--- src/hdl/leb_pkg.sv ---
// ============================================================================
// leb_pkg
// Shared types and constants for the LEB128 varint encoder.
// ============================================================================
package leb_pkg;

    localparam int POSITION_WIDTH = 32;
    localparam int VALUE_WIDTH    = 64;
    localparam int GROUP_BITS     = 7;
    // must be a power of two
    localparam int QUEUE_DEPTH    = 2;
    localparam int QPTR_WIDTH     = $clog2(QUEUE_DEPTH);
    localparam int QCNT_WIDTH     = $clog2(QUEUE_DEPTH + 1);

    typedef enum logic [1:0] {
        OP_U32 = 2'd0,
        OP_U64 = 2'd1,
        OP_S32 = 2'd2,
        OP_S64 = 2'd3
    } t_opcode;

    typedef struct packed {
        logic [1:0]             opcode;
        logic [VALUE_WIDTH-1:0] value;
    } t_in_item;

    typedef struct packed {
        logic [7:0]  byte_out;
        logic        last;
        logic [31:0] position;
    } t_out_item;

    typedef struct packed {
        logic                   is_signed;
        logic [VALUE_WIDTH-1:0] value;
    } t_job;

    typedef enum logic {
        ST_IDLE = 1'b0,
        ST_EMIT = 1'b1
    } t_back_state;

endpackage

--- src/hdl/leb_front.sv ---
// ============================================================================
// leb_front
// Accepts input transactions, decodes the opcode and normalizes the value
// to a 64-bit job (narrow modes masked or sign-extended).
// ============================================================================
module leb_front import leb_pkg::*; (
    input  logic     i_clk,
    input  logic     i_rst_n,
    input  logic     i_valid,
    output logic     o_stall,
    input  t_in_item i_data,
    output logic     o_job_valid,
    input  logic     i_job_full,
    output t_job     o_job
);

    logic                   r_valid;
    t_job                   r_job;
    t_job                   n_job;
    logic                   narrow;
    logic                   sgn;
    logic [31:0]            upper;

    always_comb begin
        narrow = (i_data.opcode == OP_U32) || (i_data.opcode == OP_S32);
        sgn    = (i_data.opcode == OP_S32) || (i_data.opcode == OP_S64);
        upper  = (sgn && i_data.value[31]) ? '1 : '0;
        n_job.is_signed = sgn;
        n_job.value     = narrow ? {upper, i_data.value[31:0]} : i_data.value;
    end

    assign o_stall     = r_valid && i_job_full;
    assign o_job_valid = r_valid;
    assign o_job       = r_job;

    always_ff @(posedge i_clk) begin
        if (!i_rst_n) begin
            r_valid <= 1'b0;
        end else if (!o_stall) begin
            r_valid <= i_valid;
        end
    end

    always_ff @(posedge i_clk) begin
        if (!o_stall && i_valid) begin
            r_job <= n_job;
        end
    end

endmodule

--- src/hdl/leb_queue.sv ---
// ============================================================================
// leb_queue
// Short job queue between front and back end.
// ============================================================================
module leb_queue import leb_pkg::*; (
    input  logic i_clk,
    input  logic i_rst_n,
    input  logic i_push,
    input  t_job i_job,
    output logic o_full,
    input  logic i_pop,
    output logic o_valid,
    output t_job o_job
);

    t_job                  r_mem [QUEUE_DEPTH];
    logic [QPTR_WIDTH-1:0] r_wr_ptr;
    logic [QPTR_WIDTH-1:0] r_rd_ptr;
    logic [QCNT_WIDTH-1:0] r_count;
    logic                  push_ok;
    logic                  pop_ok;

    assign o_full  = (r_count == QCNT_WIDTH'(QUEUE_DEPTH));
    assign o_valid = (r_count != '0);
    assign o_job   = r_mem[r_rd_ptr];
    assign push_ok = i_push && !o_full;
    assign pop_ok  = i_pop && o_valid;

    always_ff @(posedge i_clk) begin
        if (!i_rst_n) begin
            r_wr_ptr <= '0;
            r_rd_ptr <= '0;
            r_count  <= '0;
        end else begin
            if (push_ok) begin
                r_wr_ptr <= r_wr_ptr + QPTR_WIDTH'(1);
            end
            if (pop_ok) begin
                r_rd_ptr <= r_rd_ptr + QPTR_WIDTH'(1);
            end
            unique case ({push_ok, pop_ok})
                2'b10:   r_count <= r_count + QCNT_WIDTH'(1);
                2'b01:   r_count <= r_count - QCNT_WIDTH'(1);
                default: r_count <= r_count;
            endcase
        end
    end

    always_ff @(posedge i_clk) begin
        if (push_ok) begin
            r_mem[r_wr_ptr] <= i_job;
        end
    end

endmodule

--- src/hdl/leb_back.sv ---
// ============================================================================
// leb_back
// Emits one LEB128 byte per cycle unless stalled, from the job at the queue
// head, with the stream position counter and the output register.
// ============================================================================
module leb_back import leb_pkg::*; (
    input  logic      i_clk,
    input  logic      i_rst_n,
    input  logic      i_job_valid,
    input  t_job      i_job,
    output logic      o_job_pop,
    output logic      o_valid,
    input  logic      i_stall,
    output t_out_item o_data
);

    t_back_state               r_state;
    t_back_state               n_state;
    logic [VALUE_WIDTH-1:0]    r_val;
    logic                      r_signed;
    logic [POSITION_WIDTH-1:0] r_pos;
    logic                      r_out_valid;
    t_out_item                 r_out;

    logic                      advance;
    logic                      have_src;
    logic                      load;
    logic                      pop;
    logic                      src_signed;
    logic [VALUE_WIDTH-1:0]    src;
    logic [VALUE_WIDTH-1:0]    shifted;
    logic [6:0]                grp;
    logic                      fin;

    // byte datapath
    always_comb begin
        src_signed = (r_state == ST_EMIT) ? r_signed : i_job.is_signed;
        src        = (r_state == ST_EMIT) ? r_val : i_job.value;
        grp        = src[GROUP_BITS-1:0];
        shifted    = {{GROUP_BITS{src_signed && src[VALUE_WIDTH-1]}},
                      src[VALUE_WIDTH-1:GROUP_BITS]};
        if (src_signed) begin
            fin = ((shifted == '0) && !grp[6]) || ((&shifted) && grp[6]);
        end else begin
            fin = (shifted == '0);
        end
    end

    // control outputs
    always_comb begin
        advance  = !r_out_valid || !i_stall;
        have_src = (r_state == ST_EMIT) || i_job_valid;
        load     = advance && have_src;
        pop      = advance && (r_state == ST_IDLE) && i_job_valid;
    end

    // next state
    always_comb begin
        n_state = r_state;
        unique case (r_state)
            ST_IDLE: begin
                if (pop && !fin) begin
                    n_state = ST_EMIT;
                end
            end
            ST_EMIT: begin
                if (load && fin) begin
                    n_state = ST_IDLE;
                end
            end
            default: n_state = ST_IDLE;
        endcase
    end

    always_ff @(posedge i_clk) begin
        if (!i_rst_n) begin
            r_state     <= ST_IDLE;
            r_pos       <= '0;
            r_out_valid <= 1'b0;
        end else begin
            r_state <= n_state;
            if (advance) begin
                r_out_valid <= have_src;
            end
            if (load) begin
                r_pos <= r_pos + POSITION_WIDTH'(1);
            end
        end
    end

    always_ff @(posedge i_clk) begin
        if (load) begin
            r_val          <= shifted;
            r_signed       <= src_signed;
            r_out.byte_out <= {!fin, grp};
            r_out.last     <= fin;
            r_out.position <= 32'(r_pos);
        end
    end

    assign o_job_pop = pop;
    assign o_valid   = r_out_valid;
    assign o_data    = r_out;

    a_pos_step: assert property (@(posedge i_clk) disable iff (!i_rst_n)
        load |=> (r_pos == $past(r_pos) + POSITION_WIDTH'(1)))
        else $error("position counter did not advance by one per byte");

    a_cont_flag: assert property (@(posedge i_clk) disable iff (!i_rst_n)
        r_out_valid |-> (r_out.byte_out[7] == !r_out.last))
        else $error("continuation flag disagrees with last");

    a_emit_not_last: assert property (@(posedge i_clk) disable iff (!i_rst_n)
        ((r_state == ST_EMIT) && r_out_valid) |-> !r_out.last)
        else $error("encoding still in progress after a last byte");

    a_pop_idle: assert property (@(posedge i_clk) disable iff (!i_rst_n)
        pop |-> (r_state == ST_IDLE) && i_job_valid)
        else $error("job taken while previous encoding in progress");

endmodule

--- src/hdl/leb128_varint_encoder.sv ---
// ============================================================================
// leb128_varint_encoder
// LEB128 encoder for unsigned/signed 32/64-bit integers.
// ============================================================================
// Usage:
//   Input channel (i_valid / o_stall / i_data) takes one transaction per
//   value: an opcode (unsigned 32, unsigned 64, signed 32, signed 64) and
//   a 64-bit value. Output channel (o_valid / i_stall / o_data) returns one
//   transaction per encoded byte, with the last flag and the stream byte
//   position, least significant group first.
//   The first byte reaches o_data through the front register that accepts
//   the input transaction, then the queue write, then the output register.
//   Throughput: the back end emits one byte per cycle while i_stall is low;
//   a value has 1..5 bytes in 32-bit modes and 1..10 in 64-bit modes.
//   The front end keeps accepting values while the back end works, until
//   the two-entry queue and the front register are full.
//   Reset (synchronous, active low) empties the pipeline and clears the
//   position counter to zero. When the receiver stalls, the current byte
//   holds on o_data and the encoding pauses; the stall backs up through the
//   queue to o_stall.
// ============================================================================
module leb128_varint_encoder import leb_pkg::*; (
    input  logic      i_clk,
    input  logic      i_rst_n,
    input  logic      i_valid,
    output logic      o_stall,
    input  t_in_item  i_data,
    output logic      o_valid,
    input  logic      i_stall,
    output t_out_item o_data
);

    logic front_valid;
    t_job front_job;
    logic q_full;
    logic q_valid;
    t_job q_job;
    logic q_pop;

    leb_front u_front (
        .i_clk       (i_clk),
        .i_rst_n     (i_rst_n),
        .i_valid     (i_valid),
        .o_stall     (o_stall),
        .i_data      (i_data),
        .o_job_valid (front_valid),
        .i_job_full  (q_full),
        .o_job       (front_job)
    );

    leb_queue u_queue (
        .i_clk   (i_clk),
        .i_rst_n (i_rst_n),
        .i_push  (front_valid),
        .i_job   (front_job),
        .o_full  (q_full),
        .i_pop   (q_pop),
        .o_valid (q_valid),
        .o_job   (q_job)
    );

    leb_back u_back (
        .i_clk       (i_clk),
        .i_rst_n     (i_rst_n),
        .i_job_valid (q_valid),
        .i_job       (q_job),
        .o_job_pop   (q_pop),
        .o_valid     (o_valid),
        .i_stall     (i_stall),
        .o_data      (o_data)
    );

endmodule
--- config.mk ---
export PLATFORM = sky130hd
export DESIGN_NAME = leb128_varint_encoder
export DESIGN_NICKNAME = d
export VERILOG_FILES = /design/src/hdl/leb_pkg.sv /design/src/hdl/leb_front.sv /design/src/hdl/leb_queue.sv /design/src/hdl/leb_back.sv /design/src/hdl/leb128_varint_encoder.sv
export SDC_FILE = /design/constraint.sdc
export NUM_CORES = 1
export LEC_CHECK = 0
export ABC_CLOCK_PERIOD_IN_PS = 6800
export BUFFER_PORTS_ARGS = -buffer_cell sky130_fd_sc_hd__clkbuf_2
export CAP_MARGIN = 20
export CORE_UTILIZATION = 59
export DETAILED_ROUTE_END_ITERATION = 16
export PLACE_DENSITY = 0.79
export SLEW_MARGIN = 20
export SYNTH_ARGS = -nofsm -noshare
export SYNTH_HDL_FRONTEND = slang
export SYNTH_SLANG_ARGS = --single-unit
--- constraint.sdc ---
create_clock -name i_clk -period 6.8 [get_ports i_clk]
set_clock_uncertainty 0.15 [all_clocks]
set_input_delay 0.68 -clock i_clk [delete_from_list [all_inputs] [get_ports i_clk]]
set_output_delay 0.68 -clock i_clk [all_outputs]
set_load 0.01 [all_outputs]
Word-level counts from Yosys, hierarchy flattened
Memories as Yosys holds them, arrays and structs flattened. A register that Yosys moved wholly into a read port is not among the register bits.
Cells that the tools add are included.
Widths: inputs -> output; s select.
{ "word_totals": {"reg_bits": 204, "latchBits": 0, "ram_bits": 130, "romBits": 0, "inputBits": 70, "out_inout_bits": 43, "word_cells": 68, "mem_count": 1} }
{ "classes": {"add_sub_neg": 5, "multipliers": 0, "div_mod_pow": 0, "n_lt_le_gt_ge": 0, "eq_ne": 5, "shifts": 0, "mux": 13, "bitwise_logic": 1, "n_reduce_logical": 29} }
{ "mem_list": {"columns": ["name", "words", "width", "read_ports", "rd_ports_with_merged_regs", "wr", "line_no", "rtl"], "rows": [
  ["u_queue.r_mem", 2, 65, 1, 1, 1, "leb_queue.sv:16", "t_job r_mem [QUEUE_DEPTH];"]
]} }
{ "op_table": {"columns": ["op", "n"], "rows": [
  ["$mux 64", 2],
  ["$logic_not 64->1", 1],
  ["$reduce_and 58->1", 1],
  ["$add 32x1->32 const B", 1],
  ["$mux 32", 1],
  ["$logic_and 1x1->1", 13],
  ["$eq 2x2->1 const B", 4],
  ["$mux 1", 8],
  ["$logic_not 1->1", 6],
  ["$logic_or 1x1->1", 5],
  ["$pmux 2 s2", 1],
  ["$reduce_bool 2->1", 2],
  ["$add 1x1->1 const B", 2],
  ["$add 2x1->2 const B", 1],
  ["$eq 2x1->1 const B", 1],
  ["$logic_not 2->1", 1],
  ["$pmux 1 s2", 1],
  ["$sub 2x1->2 const B", 1],
  ["$not 1->1", 1]
]} }

Depth between registers and ports, before layout
{ "depth": {"word_depth": 10, "depth_mapped": 10, "depth_no_buf": 7} }

Cells and area by module
Synthesis repeated with hierarchy kept, for this count alone.
{ "unflattened": {"hier_cells": 844, "area_unflattened_um2": 13259.0} }
{ "modules_own_cells": {"columns": ["module", "instances", "cells_per_inst", "area_per_inst_um2", "seq_area_each_um2"], "rows": [
  ["leb_back", 1, 474, 6039.5, 3683.5],
  ["leb_queue", 1, 228, 4909.7, 4003.8],
  ["leb_front", 1, 142, 2309.7, 1971.9]
]} }

Worst setup path after synthesis
OpenSTA, ideal clock, no wires.
{ "synth_path": {"path_kind": "input to register", "start": "in i_stall", "end": "reg u_back.r_pos[3]", "setup_time_ps": 65, "arrival_ps": 6120, "required_time_ps": 6585, "path_slack_ps": 465, "path_stages": 6, "n_path_buf": 1, "cell_sequence": "and2_0 -> buf_2 -> nor2_1 -> nand4_1 -> xor2_1 -> nor2b_1"} }
{ "synth_via": {"elab_chain_cells": 3} }
{ "synth_rtl": {"columns": ["item", "line_no", "rtl"], "rows": [
  ["from (decl)", "leb128_varint_encoder.sv:29", "input logic i_stall,"],
  ["$logic_not 1->1", "leb_back.sv:51", "advance = !r_out_valid || !i_stall;"],
  ["$logic_or 1x1->1", "leb_back.sv:51", null],
  ["$logic_and 1x1->1", "leb_back.sv:53", "load = advance && have_src;"],
  ["via u_back.load", "leb_back.sv:27", "logic load;"],
  ["to (signal assigned)", "leb_back.sv:86", "r_pos <= r_pos + POSITION_WIDTH'(1);"],
  ["to (decl)", "leb_back.sv:21", "logic [POSITION_WIDTH-1:0] r_pos;"]
]} }
The timed path passes the listed nets, and every way through them passes these cells.
A chain may end at the register's enable or synchronous reset.

Worst setup path after layout
{ "layout_path": {"start": "reg u_back.r_state", "end": "reg u_back.r_state"} }
{ "layout_via": {"elab_chain_cells": 10, "elab_cells_between_ends": 21, "cone_classes": "mux (6); bitwise (1); reduce/logical (14)"} }
{ "layout_rtl": {"columns": ["item", "line_no", "rtl"], "rows": [
  ["from (decl)", "leb_back.sv:17", "t_back_state r_state;"],
  ["from (signal assigned)", "leb_back.sv:81", "r_state <= n_state;"],
  ["$mux 1 / $mux 64 (equally long branches)", "leb_back.sv:37, leb_back.sv:38", null],
  ["$logic_and 1x1->1", "leb_back.sv:40", "shifted = {{GROUP_BITS{src_signed && src[VALUE_WIDTH-1]}},"],
  ["$logic_not 64->1 / $reduce_and 58->1 (equally long branches)", "leb_back.sv:43, leb_back.sv:45", null],
  ["$logic_and 1x1->1", "leb_back.sv:43", "fin = ((shifted == '0) && !grp[6]) || ((&shifted) && grp[6]);"],
  ["$logic_or 1x1->1", "leb_back.sv:43", null],
  ["$mux 1", "leb_back.sv:42", "if (src_signed) begin"],
  ["$logic_not 1->1", "leb_back.sv:62", "if (pop && !fin) begin"],
  ["$logic_and 1x1->1", "leb_back.sv:62", null],
  ["$mux 1", "leb_back.sv:62", null],
  ["$pmux 1 s2 (*)", "leb_back.sv:60", "unique case (r_state)"]
]} }
Every way passes the cells marked *; elsewhere a longest branch is shown, timed or not.

==> key figures <==
Routing
  – Vias per cell: 5.49
  – Antenna viol nets, final: 0
  – Routed via count: 6876
  – DRT Pass-1 Iters: 7
  – Initial DRC count: 562
  – Post-Route WL: 22500 um
  – Drt drc: 0
  – Wire length per cell: 18.0 um

Clock tree
  – Number of hold buffers added after cts: 0
  – Post-CTS Setup Bufs: 0
  – PostCTS Resize Cnt: 0
  – CTS Buffer Depth: 3
  – Clk sinks: 335
  – CTS tree: done
  – TritonCTS Buffers: 35
  – Clk_lat worst skew: 0.51 ns
  – Clock-pin slew on the worst setup and hold paths: 0.06 ns
  – Root Buffer: clkbuf_16
  – H-tree Lvls: 2

Pwr
  – PwrDens: 420 mW/mm^2
  – Leak pwr: 0.00553 uW
  – Maximum vdd drop: 284 uV

STA
  – Pins Over Slew Limit: 0
  – Max_slew headroom: 37.5%
  – Sum Neg Setup Slack: 0 ns
  – Final setup violating endpoints: 0
  – Tcrit/Tclk final: 45.4%
  – Final Hold Viols: 0
  – Final Critical Period: 3.08 ns
  – Peak Freq: 0.324 GHz
  – RSZ-0062 raised after global routing: false
  – Slew @ Worst Pin: 0.935 ns
  – Min Hold Slack: 0.199 ns

Worst hold path
  – Hold Path Class: input pin to register
  – Worst Hold Launch: i_data[11]
  – Worst hold path depth: 1
  – Hold Path Sink: u_front.o_job[11]$_DFFE_PP_

Run
  – Maxcap violations: 0

Setup path
  – Worst R2R End: u_back.r_state$_SDFF_PN0_
  – Worst Path Arrival: 3.33 ns
  – Worst Setup End Kind: register
  – Reg2reg start: u_back.r_state$_SDFF_PN0_
  – CP required: 7.05 ns
  – Reg2reg path depth: 7
  – Startpoint types: register
  – Crit-path max FO: 53
  – CP Class: register to register
  – Internal reg-to-reg setup slack: 3.72 ns

Place
  – Port Buffer Count: 112
  – HPWL Detailed: 14400 um
  – Placed cell areas: 0.0138 sq mm
  – Dpl cells: 1189
  – RD Place Congestion: 0.912

Run status
  – Status: completed

Die
  – Initial core utilization: 61.0%
  – Die width: 150 um
  – Die H: 150 um
  – I/O pin cnt: 113
  – Num rows: 53
  – Core area: 0.0213 sq mm
  – Die ar.: 0.0226 sq mm

Yosys
  – Avg Inst Size Synth: 15.7 sq um
  – Ys async rst share: 0%
  – Post-synth net total: 899
  – Sequential element share of the synthesized area: 74.4%
  – Ys Warns: 0
  – Synthesized area: 0.0130 sq mm
  – Seq cells post-synth: 335
  – Post-synth EDFFs: 295
  – Yosys cell types: 50
  – Synthesized instance count: 827
  – Primary FF master, synth: edfxtp_1

Layout
  – Layout cells sized above 1: 20.4%
  – Final net count: 1024
  – Non-Filler Instances: 1252
  – Area growth syn-to-layout: 14.5%
  – Antenna fix cells: 0
  – Post-route cell area: 0.0149 sq mm
  – Most frequent cells in the layout: 295 x edfxtp_1, 112 x clkbuf_2, 97 x nand2_1, 57 x mux2i_1, 56 x inv_1
  – Commonest non-fill, non-tap cell in the layout: edfxtp_1

Global route
  – First-pass GRT wire length: 35300 um
  – Initial antenna violation count: 0
  – Overflow after GRT: 0
  – Vias in the first global route: 6794
  – Largest net degree at the start of global routing: 66
  – GRT Util Overall: 20.8%
## cell usage after synthesis, types with 2 or more instances
cell type	instances	share of area [%]
a21boi_0	4	0.23
a21oi_1	4	0.15
and2_1	26	1.3
and3_1	6	0.29
and4_1	3	0.20
buf_2	5	0.19
buf_4	2	0.12
buf_6	5	0.43
buf_8	2	0.23
clkbuf_1	16	0.46
dfxtp_1	40	6.2
edfxtp_1	295	68
ha_1	2	0.19
inv_1	56	1.6
mux2_1	30	2.6
mux2_2	10	0.87
mux2_4	7	0.81
mux2i_1	57	4.4
mux2i_4	2	0.35
nand2_1	97	2.8
nand2b_1	3	0.14
nand3_1	12	0.46
nand4_1	20	0.96
nor2_1	14	0.40
nor2b_1	9	0.43
nor3_1	5	0.19
nor4_1	17	0.82
nor4_2	2	0.19
o21a_1	7	0.40
o21ai_0	14	0.54
o21ai_1	3	0.12
or2_1	2	0.096
or3_1	3	0.14
xnor2_1	19	1.3
xor2_1	13	0.88
## report_power, final
part,switching (uW),internal [uW]
Sequential,183,2910
Clock,738,1080
Combinational,886,439
Total,1810,4430
## cells by family (layout without fill, tap and decap cells)
| kind of cell | Yosys count | count (layout) | share of synthesized area (%) |
|---|---|---|---|
| AO/OA/AOI/OAI | 36 | 36 | 1.75 |
| multiplexers | 107 | 107 | 9.13 |
| AND/OR/NAND/NOR | 226 | 226 | 9.03 |
| XOR/XNOR | 32 | 32 | 2.16 |
| buffers and inverters | 89 | 239 | 3.31 |
| flip-flops | 335 | 335 | 74.4 |
| adder cells (fa/ha/maj) | 2 | 2 | 0.193 |
## cell type report
type	instances	area [sq um]
flip-flops and latches	335	9660
repair buffers	121	636
inverters	56	210
clock buffers	43	926
clock inverters	19	169
well taps	275	344
multi-input cells	403	2910
fillers	1360	6420
## through the flow
| step | setup slack (ns) | total power (uW) | util, % |
|---|---|---|---|
| global route | 3.52 | 6510 | 69.8 |
| detailed placement | 3.72 | 4450 | 64.6 |
| floorplan | 0.465 | 4080 | - |
| global placement | 3.77 | 4400 | 64.6 |
| CTS | 3.75 | 6270 | 69.8 |
| finish | 3.72 | 6240 | 69.8 |
## worst max-delay path, stage by stage, from the launching register on
cell and delay (ns):
dfxtp_4 0.63, buf_4 0.67, mux2i_1 0.42, nand4_1 0.18, nor4_1 0.36, and4_1 0.23, a21oi_1 0.07, o221a_1 0.24
## sequential cells by signal, indices dropped and copies added, names as in the netlist, 2 cells and up, named ones only
register and cells:
u_back.o_data 41, u_back.r_pos 32, u_back.r_val 58, u_front.o_job 65, u_queue.r_count 2, u_queue.r_mem 130
## metal layers
layer	share of wire, %	routed length [um]	global-route usage [%]	vias up
met5	0	0	0	-
met4	2.9	650	8.18	0
met3	6.2	1390	3.97	53
met2	47	10600	33.2	258
met1	44	9870	28.4	3299
li1	-	-	-	3266
## worst max-delay path by stage
stage	start	end	slack, ns	cells past startpoint
2_1_floorplan	i_stall	u_back.r_pos[3]$_SDFFE_PN0P_	0.46	6
3_3_place_gp	i_stall	u_back.r_val[46]$_DFFE_PP_	3.77	5
3_5_place_dp	i_stall	u_back.r_val[46]$_DFFE_PP_	3.72	5
4_1_cts	u_back.r_state$_SDFF_PN0_	u_back.r_state$_SDFF_PN0_	3.75	7
5_1_grt	u_back.r_state$_SDFF_PN0_	u_back.r_state$_SDFF_PN0_	3.52	7
6_report	u_back.r_state$_SDFF_PN0_	u_back.r_state$_SDFF_PN0_	3.72	7
(Power assumes the default switching activity.)
